==> config.mk <==
export PLATFORM = sky130hd
export DESIGN_NAME = insertion_sorter_descending
export DESIGN_NICKNAME = d
export VERILOG_FILES = /design/src/isd_pkg.sv /design/src/isd_dp.sv /design/src/isd_ctrl.sv /design/src/insertion_sorter_descending.sv
export VERILOG_INCLUDE_DIRS = /design/src /design/src/src
export SDC_FILE = /design/constraint.sdc
export NUM_CORES = 2
export LEC_CHECK = 0
export ABC_CLOCK_PERIOD_IN_PS = 5000
export BUFFER_PORTS_ARGS = -buffer_cell sky130_fd_sc_hd__buf_2
export CAP_MARGIN = 20
export CORE_UTILIZATION = 58
export DETAILED_ROUTE_END_ITERATION = 6
export PLACE_DENSITY = 0.78
export SKIP_CTS_REPAIR_TIMING = 1
export SYNTH_ARGS = -nofsm -noshare
export SYNTH_HDL_FRONTEND = slang
export SYNTH_SLANG_ARGS = --single-unit
==> constraint.sdc <==
create_clock -name clk -period 5 [get_ports clk]
set_clock_uncertainty 0.1 [all_clocks]
set_input_delay 0.25 -clock clk [delete_from_list [all_inputs] [get_ports clk]]
set_output_delay 0.25 -clock clk [all_outputs]
set_load 0.005 [all_outputs]
==> src/insertion_sorter_descending_macros.svh <==
// Assertion macros used by the insertion sorter datapath.
`ifndef INSERTION_SORTER_DESCENDING_MACROS_SVH
`define INSERTION_SORTER_DESCENDING_MACROS_SVH

// Same-cycle implication, checked outside reset.
`define ISD_ASSERT_IMP(lbl, clk, rstn, ante, cons, msg) \
    lbl: assert property (@(posedge clk) disable iff (!rstn) (ante) |-> (cons)) \
        else $error(msg);

// Next-cycle implication, checked outside reset.
`define ISD_ASSERT_NXT(lbl, clk, rstn, ante, cons, msg) \
    lbl: assert property (@(posedge clk) disable iff (!rstn) (ante) |=> (cons)) \
        else $error(msg);

`endif

==> src/isd_pkg.sv <==
// Types and constants for the descending insertion sorter.
`timescale 1ns / 1ps

package isd_pkg;

    localparam int DEPTH = 16;
    localparam int CNT_W = $clog2(DEPTH + 1);
    localparam logic [CNT_W-1:0] FULL_CNT = CNT_W'(DEPTH);
    localparam logic [CNT_W-1:0] ONE_CNT  = CNT_W'(1);

    typedef struct packed {
        logic signed [31:0] value;
        logic               last_item;
    } in_req_t;

    typedef struct packed {
        logic signed [31:0] sorted_value;
        logic               last_result;
        logic               overflow;
    } out_req_t;

    // Controller to datapath
    typedef struct packed {
        logic insert;
        logic load;
    } cmd_t;

    // Datapath to controller
    typedef struct packed {
        logic fill_one;
    } status_t;

endpackage

==> src/isd_dp.sv <==
// Datapath: systolic insertion row, fill count, drop flag, output register.
`timescale 1ns / 1ps
`include "insertion_sorter_descending_macros.svh"

module isd_dp (
    input  logic              clk,
    input  logic              rst_n,
    input  isd_pkg::cmd_t     cmd,
    input  isd_pkg::in_req_t  in_data,
    output isd_pkg::status_t  status,
    output isd_pkg::out_req_t out_data
);

    logic signed [31:0] row_reg  [isd_pkg::DEPTH];
    logic signed [31:0] row_next [isd_pkg::DEPTH];
    logic signed [31:0] row_up   [isd_pkg::DEPTH];
    logic signed [31:0] row_down [isd_pkg::DEPTH];
    logic [isd_pkg::DEPTH-1:0] ge;
    logic [isd_pkg::DEPTH-1:0] ge_prev;
    logic [isd_pkg::CNT_W-1:0] fill_reg, fill_next;
    logic dropped_reg, dropped_next;
    logic full;
    isd_pkg::out_req_t out_reg, out_next;

    assign full = (fill_reg == isd_pkg::FULL_CNT);

    // Neighbor taps for the shift on insert and on drain
    assign row_up[0] = in_data.value;
    assign row_down[isd_pkg::DEPTH-1] = row_reg[isd_pkg::DEPTH-1];
    for (genvar g = 1; g < isd_pkg::DEPTH; g++) begin : g_taps
        assign row_up[g]     = row_reg[g-1];
        assign row_down[g-1] = row_reg[g];
    end

    // Each cell: holds a valid entry >= incoming value
    always_comb
    begin
        for (int i = 0; i < isd_pkg::DEPTH; i++)
        begin
            ge[i] = (fill_reg > isd_pkg::CNT_W'(i)) && (row_reg[i] >= in_data.value);
        end
    end
    assign ge_prev = {ge[isd_pkg::DEPTH-2:0], 1'b1};

    // Row update: keep, take new value, or shift
    always_comb
    begin
        for (int i = 0; i < isd_pkg::DEPTH; i++)
        begin
            row_next[i] = row_reg[i];
            if (cmd.insert && !full)
            begin
                if (!ge[i])
                begin
                    row_next[i] = ge_prev[i] ? in_data.value : row_up[i];
                end
            end
            else if (cmd.load)
            begin
                row_next[i] = row_down[i];
            end
        end
    end

    // Count, drop flag and output register
    always_comb
    begin
        fill_next    = fill_reg;
        dropped_next = dropped_reg;
        out_next     = out_reg;
        if (cmd.insert)
        begin
            if (full)
            begin
                dropped_next = 1'b1;
            end
            else
            begin
                fill_next = fill_reg + isd_pkg::ONE_CNT;
            end
        end
        else if (cmd.load)
        begin
            out_next.sorted_value = row_reg[0];
            out_next.last_result  = (fill_reg == isd_pkg::ONE_CNT);
            out_next.overflow     = dropped_reg;
            fill_next             = fill_reg - isd_pkg::ONE_CNT;
            if (fill_reg == isd_pkg::ONE_CNT)
            begin
                dropped_next = 1'b0;
            end
        end
    end

    always_ff @(posedge clk or negedge rst_n)
    begin
        if (!rst_n)
        begin
            fill_reg    <= '0;
            dropped_reg <= 1'b0;
        end
        else
        begin
            fill_reg    <= fill_next;
            dropped_reg <= dropped_next;
        end
    end

    // Payload: no reset
    always_ff @(posedge clk)
    begin
        row_reg <= row_next;
        out_reg <= out_next;
    end

    assign status.fill_one = (fill_reg == isd_pkg::ONE_CNT);
    assign out_data        = out_reg;

    `ISD_ASSERT_IMP(a_fill_bound, clk, rst_n, 1'b1, fill_reg <= isd_pkg::FULL_CNT, "fill count above depth")
    `ISD_ASSERT_IMP(a_load_nonempty, clk, rst_n, cmd.load, fill_reg != '0, "drain from empty row")
    `ISD_ASSERT_IMP(a_cmd_excl, clk, rst_n, cmd.insert, !cmd.load, "insert and drain together")
    `ISD_ASSERT_NXT(a_drop_sets, clk, rst_n, cmd.insert && full, dropped_reg, "drop not flagged")

endmodule

==> src/isd_ctrl.sv <==
// Controller: fill/drain state machine and output valid.
`timescale 1ns / 1ps

module isd_ctrl (
    input  logic             clk,
    input  logic             rst_n,
    input  logic             in_valid,
    input  logic             in_last,
    output logic             in_ready,
    output logic             out_valid,
    input  logic             out_ready,
    input  isd_pkg::status_t status,
    output isd_pkg::cmd_t    cmd
);

    typedef enum logic {
        S_FILL,
        S_DRAIN
    } state_t;

    state_t state_reg, state_next;
    logic   out_valid_reg, out_valid_next;
    logic   out_free;

    assign in_ready = (state_reg == S_FILL);
    assign out_free = !out_valid_reg || out_ready;

    // Next state and commands
    always_comb
    begin
        state_next     = state_reg;
        out_valid_next = out_valid_reg;
        cmd.insert     = 1'b0;
        cmd.load       = 1'b0;
        if (out_valid_reg && out_ready)
        begin
            out_valid_next = 1'b0;
        end
        case (state_reg)
            S_FILL:
            begin
                if (in_valid)
                begin
                    cmd.insert = 1'b1;
                    if (in_last)
                    begin
                        state_next = S_DRAIN;
                    end
                end
            end
            S_DRAIN:
            begin
                if (out_free)
                begin
                    cmd.load       = 1'b1;
                    out_valid_next = 1'b1;
                    if (status.fill_one)
                    begin
                        state_next = S_FILL;
                    end
                end
            end
            default:
            begin
                state_next = S_FILL;
            end
        endcase
    end

    always_ff @(posedge clk or negedge rst_n)
    begin
        if (!rst_n)
        begin
            state_reg     <= S_FILL;
            out_valid_reg <= 1'b0;
        end
        else
        begin
            state_reg     <= state_next;
            out_valid_reg <= out_valid_next;
        end
    end

    assign out_valid = out_valid_reg;

endmodule

==> src/insertion_sorter_descending.sv <==
// Inserts one value per cycle while filling; after the request marked last, the sorted list drains out.
// After the request marked last, the controller enters the drain state and then loads the
//   first result into the output register, once the output register is free.
// Throughput: one value per cycle while filling; a batch of N stored values drains one result
//   at a time while out_ready is high, during which no request is taken.
// Reset (rst_n, async, active low) clears fill count, drop flag and control; row is kept.
`timescale 1ns / 1ps

module insertion_sorter_descending (
    input  logic              clk,
    input  logic              rst_n,
    input  logic              in_valid,
    output logic              in_ready,
    input  isd_pkg::in_req_t  in_data,
    output logic              out_valid,
    input  logic              out_ready,
    output isd_pkg::out_req_t out_data
);

    isd_pkg::cmd_t    cmd;
    isd_pkg::status_t status;

    isd_ctrl u_ctrl (
        .clk       (clk),
        .rst_n     (rst_n),
        .in_valid  (in_valid),
        .in_last   (in_data.last_item),
        .in_ready  (in_ready),
        .out_valid (out_valid),
        .out_ready (out_ready),
        .status    (status),
        .cmd       (cmd)
    );

    isd_dp u_dp (
        .clk      (clk),
        .rst_n    (rst_n),
        .cmd      (cmd),
        .in_data  (in_data),
        .status   (status),
        .out_data (out_data)
    );

endmodule

==> results.md <==
Floorplanning:
- The I/O pin count is 73.
- For this configuration, the core starts out at a cell density of 58.51%.
- The area of the core region is 67,160 um^2.
- The floorplan die width is 262.3 um.
- After floorplanning, the core was divided into 95 placement rows.
- The area of the die is 68,790 um^2.
- The floorplan die height is 262.3 um.

Synthesis:
- The gate count of the mapped netlist is 3,862.
- Among all flip-flop cells after synthesis, the most frequent one is edfxtp_1.
- The post-synthesis average cell area is 10.17 um^2.
- The post-synthesis share of cell area spent on full adders, half adders and majority gates is 16.49%.
- The largest family of logic cells by synthesized area is adder cells.
- The post-synthesis share of cell area spent on xor and xnor gates is 0.08916%.
- The synthesized netlist devotes 15.14% of its cell area to compound gates.
- The synthesized design contains 554 register bits.
- The netlist area before placement is 39,290 um^2.
- The number of synthesis warnings is 0.
- The count of different cell masters after synthesis is 70.
- The fraction of synthesized area in multiplexers is 10.39%.
- The fraction of registers with async set/reset is 1.444%.
- After Yosys synthesis, and, or, nand and nor cells account for 12.08% of the synthesized area.
- The count of flip-flops with a built-in enable after synthesis is 546.
- The sequential element share of the synthesized area is 42.24%.
- Synthesis produced a netlist with a net count of 4,417.

Routing:
- The post-detailed-route DRC marker count is 0.
- The initial DRC count is 3,630.
- The remaining antenna violation count after routing is 0.
- Dividing the detail-routed via count by the number of cells gives 6.639.
- The detailed-route wire length per cell is 22.94 um.
- The routed layout has 31,910 vias.
- For this block, the routed nets add up to 110,300 um of wire.
- The first-pass iteration count of the detailed router is 5.

Critical path:
- The critical path capture point type is a flop.
- Along the worst path, the maximum fanout reaches 32.
- The required time at the worst-slack endpoint is 5.18 ns.
- Counting both buffers and inverters, the worst setup path holds a total of 3.
- The critical path's slowest cell is nor4_1.
- The library cell appearing most often on the critical path is nand2_1.
- The worst setup path is launched from an input pin.
- Data on the critical path arrives at its endpoint at 4.26 ns.
- The critical path's top delay family is simple AND/OR/NAND/NOR gates.
- The critical path goes through buf_2, inv_1, ha_1, nand4_1, nor4_1, a21boi_1, o311a_1, o31a_1, a22o_2, nand2_1, nand2_1, buf_4.
- On the worst path, the slowest cell contributes a delay of 0.72 ns.
- The category of the most critical setup path is input pin to flop.

Final layout:
- The filler cells instantiated in the layout total 5,295.
- The register with the most flip-flops in the layout has 480 of them.
- The finished cells cover 42,550 um^2.
- The layout cell share with drive strength beyond 1 is 7.651%.
- The fraction of the core area covered by cells at the end of the flow is 63.36%.
- The growth of design area from synthesis to finish is 8.298%.
- The repair_antennas step left the layout with diodes totalling 0.
- The final net count is 4,441.

Placement:
- The count of buffers added on input and output ports is 72.
- At the end of routability-driven placement, the weighted congestion stood at 0.9418.
- Summed over all nets, the half-perimeter wirelength after detailed placement is 80,080 um.
- The pre-CTS worst setup slack is 0.3998 ns.
- The placement-stage cell area is 40,710 um^2.

STA:
- The worst pin sits at a relative slew slack of 33.80%.
- The worst path needs 4.078 ns of the cycle, external delays included.
- Setup violations remaining at the end of the flow were counted as 0.
- The number of hold violations in the final report is 0.
- Setup slack on the critical path of the routed design comes to 0.9218 ns.
- In the finished design, the share of the clock period the worst path needs comes to 81.56%.
- The achievable frequency is 245.2 MHz.
- In the final timing run, aggregate negative setup slack is 0 ns.
- Setup repair after global routing left no endpoint under its margin.
- The max-slew violation total from the final report is 0.
- The transition time of the tightest slew-check pin is 0.9839 ns.

Clocking:
- The number of buffers created by CTS is 59.
- The tree built by TritonCTS fans out to 554 sinks.
- The number of buffers on the longest clock path is 3.
- The clock latency at the later pin of the worst-skew pair is 0.65 ns.
- The root buffer cell chosen for the clock tree is clkbuf_16.
- The CTS clock-pin slew for the worst setup and hold paths is 0.06 ns.
- The clock tree from TritonCTS is done.
- CTS built an H-tree with a depth of 2.

Pwr:
- Overall power consumption after layout is estimated at 31.13 mW.
- The power density of the placed cells is 731.6 nW/um^2.
- In this run the static leakage power is 18.36 nW.
- The highest ir drop seen on vdd is 405.2 uV.

Global routing:
- The number of global-route vias before repair came to 30,660.
- The first global-routing pass estimated 171,100 um of wire.
- The final global-route overflow total is 0.
- The global-route usage over all layers is 31.15%.
- The pin count of the biggest net entering global routing is 181.
- The number of antenna violations at the first check in global routing was 2.

Min path:
- The class of the most critical hold timing path is input pin to flop.

Flow run:
- The max-cap check violation count is 0.

Outcome:
- The flow ran to the end, and the final reports show no timing, DRC or antenna violations.
-- final timing paths --
path                                         start                  to  slack (ns)  depth (start not counted)
worst max-delay path                   in_data[14]  u_dp.row_down[186]        0.92                         12
worst min-delay path                    in_data[2]    u_dp.row_down[1]        0.09                          3
worst max register to register  u_dp.row_down[174]  u_dp.row_down[186]        0.96                         10
worst min register to register    u_dp.dropped_reg    u_dp.out_data[0]        0.38                          0
max in group asynchronous                    rst_n    u_ctrl.out_valid        3.86                          3
min in group asynchronous                    rst_n    u_dp.fill_reg[4]        0.58                          3
-- layout make-up --
class	instances	area [um^2]	area share, %
Multi-Input combinational cell	3022	21410	50.32
Sequential cell	554	16600	39.00
Clock buffer	75	1577	3.705
Timing Repair Buffer	185	1406	3.305
Tap cell	873	1092	2.567
Inverter	64	240.2	0.5645
Clock inverter	34	229.0	0.5381
-- layout by cell type (no fill, tap or decap), types with 6 or more instances in the layout --
cell,n
nand2_1,572
clkbuf_16,59
nor2_1,107
nand3_1,67
nor3b_1,7
o221ai_1,10
nor4_1,22
a32o_1,7
mux2i_1,408
nor2_4,6
a21oi_1,323
nor2b_1,23
o211ai_1,48
a21o_1,48
inv_1,64
o21ai_0,203
o2bb2ai_1,7
clkinv_2,16
nand2b_1,8
a211oi_1,15
a221oi_1,12
dfrtp_1,8
clkbuf_1,12
nand4_1,144
a2111oi_0,10
o21ai_1,304
buf_4,94
edfxtp_1,546
nor3_1,49
ha_1,518
clkinv_1,12
buf_12,15
or4_1,7
buf_2,72
a21boi_0,7
o21a_1,10
-- stage by stage --
stage	hold slack, ns	instances
finish	0.08733	4807
global route	0.09545	4807
CTS	-0.6379	4803
detailed placement	0.02957	4694
global placement	0.02620	4694
floorplan	-0.1456	3862
-- synthesized netlist by cell type, drive strengths merged (7+ instances only) --
cell / instances / share of area [%]
nand2: 574 / 5.5
a221oi: 12 / 0.27
clkbuf: 131 / 1.3
nor3: 50 / 0.65
buf: 91 / 1.7
o211ai: 48 / 0.92
nand2b: 8 / 0.13
nand4: 146 / 2.4
a21o: 49 / 0.94
nand3: 67 / 0.85
mux2i: 408 / 10
a21boi: 8 / 0.15
a211oi: 15 / 0.29
o221ai: 11 / 0.25
ha: 518 / 16
o21ai: 513 / 6.5
dfrtp: 8 / 0.51
nor4: 22 / 0.35
nor3b: 7 / 0.13
a21oi: 327 / 4.2
a2111oi: 11 / 0.25
edfxtp: 546 / 42
a32o: 7 / 0.18
o2bb2ai: 7 / 0.16
o21a: 10 / 0.19
or4: 7 / 0.13
inv: 64 / 0.61
nor2: 117 / 1.3
a31oi: 8 / 0.22
nor2b: 23 / 0.37
-- where the power goes --
part	switching, mW	internal [mW]	total [mW]	leakage, nW
clock	1.98	2.32	4.30	0.894
sequential	2.32	8.91	11.2	5.43
combinational	9.37	6.22	15.6	12.0
-- kinds of logic (layout without fill, tap and decap cells) --
| family | after synthesis | count (layout) |
|---|---|---|
| flops | 554 | 554 |
| compound gates | 1054 | 1054 |
| mux | 408 | 408 |
| fa+ha+maj | 518 | 518 |
| xor+xnor | 4 | 4 |
| buf+inv | 286 | 358 |
| simple gates | 1038 | 1038 |
-- routing by layer --
layer	up-vias	global-route usage (%)	share of wire (%)
met5	-	0	0.024
met4	4	9.873	2.9
met3	225	4.139	8.2
met2	1546	50.35	46
met1	15380	43.50	43
li1	14760	-	-
-- worst register-to-register path: cells and delay by family, from the launching register on --
family,cells,cell delay [ns]
AO/OA/AOI/OAI,4,1.17
AND/OR/NAND/NOR,4,1.19
flip-flops,1,0.43
buffers and inverters,1,0.44
adder cells (fa/ha/maj),1,0.35
No activity file was read; power rests on OpenSTA's default activity.
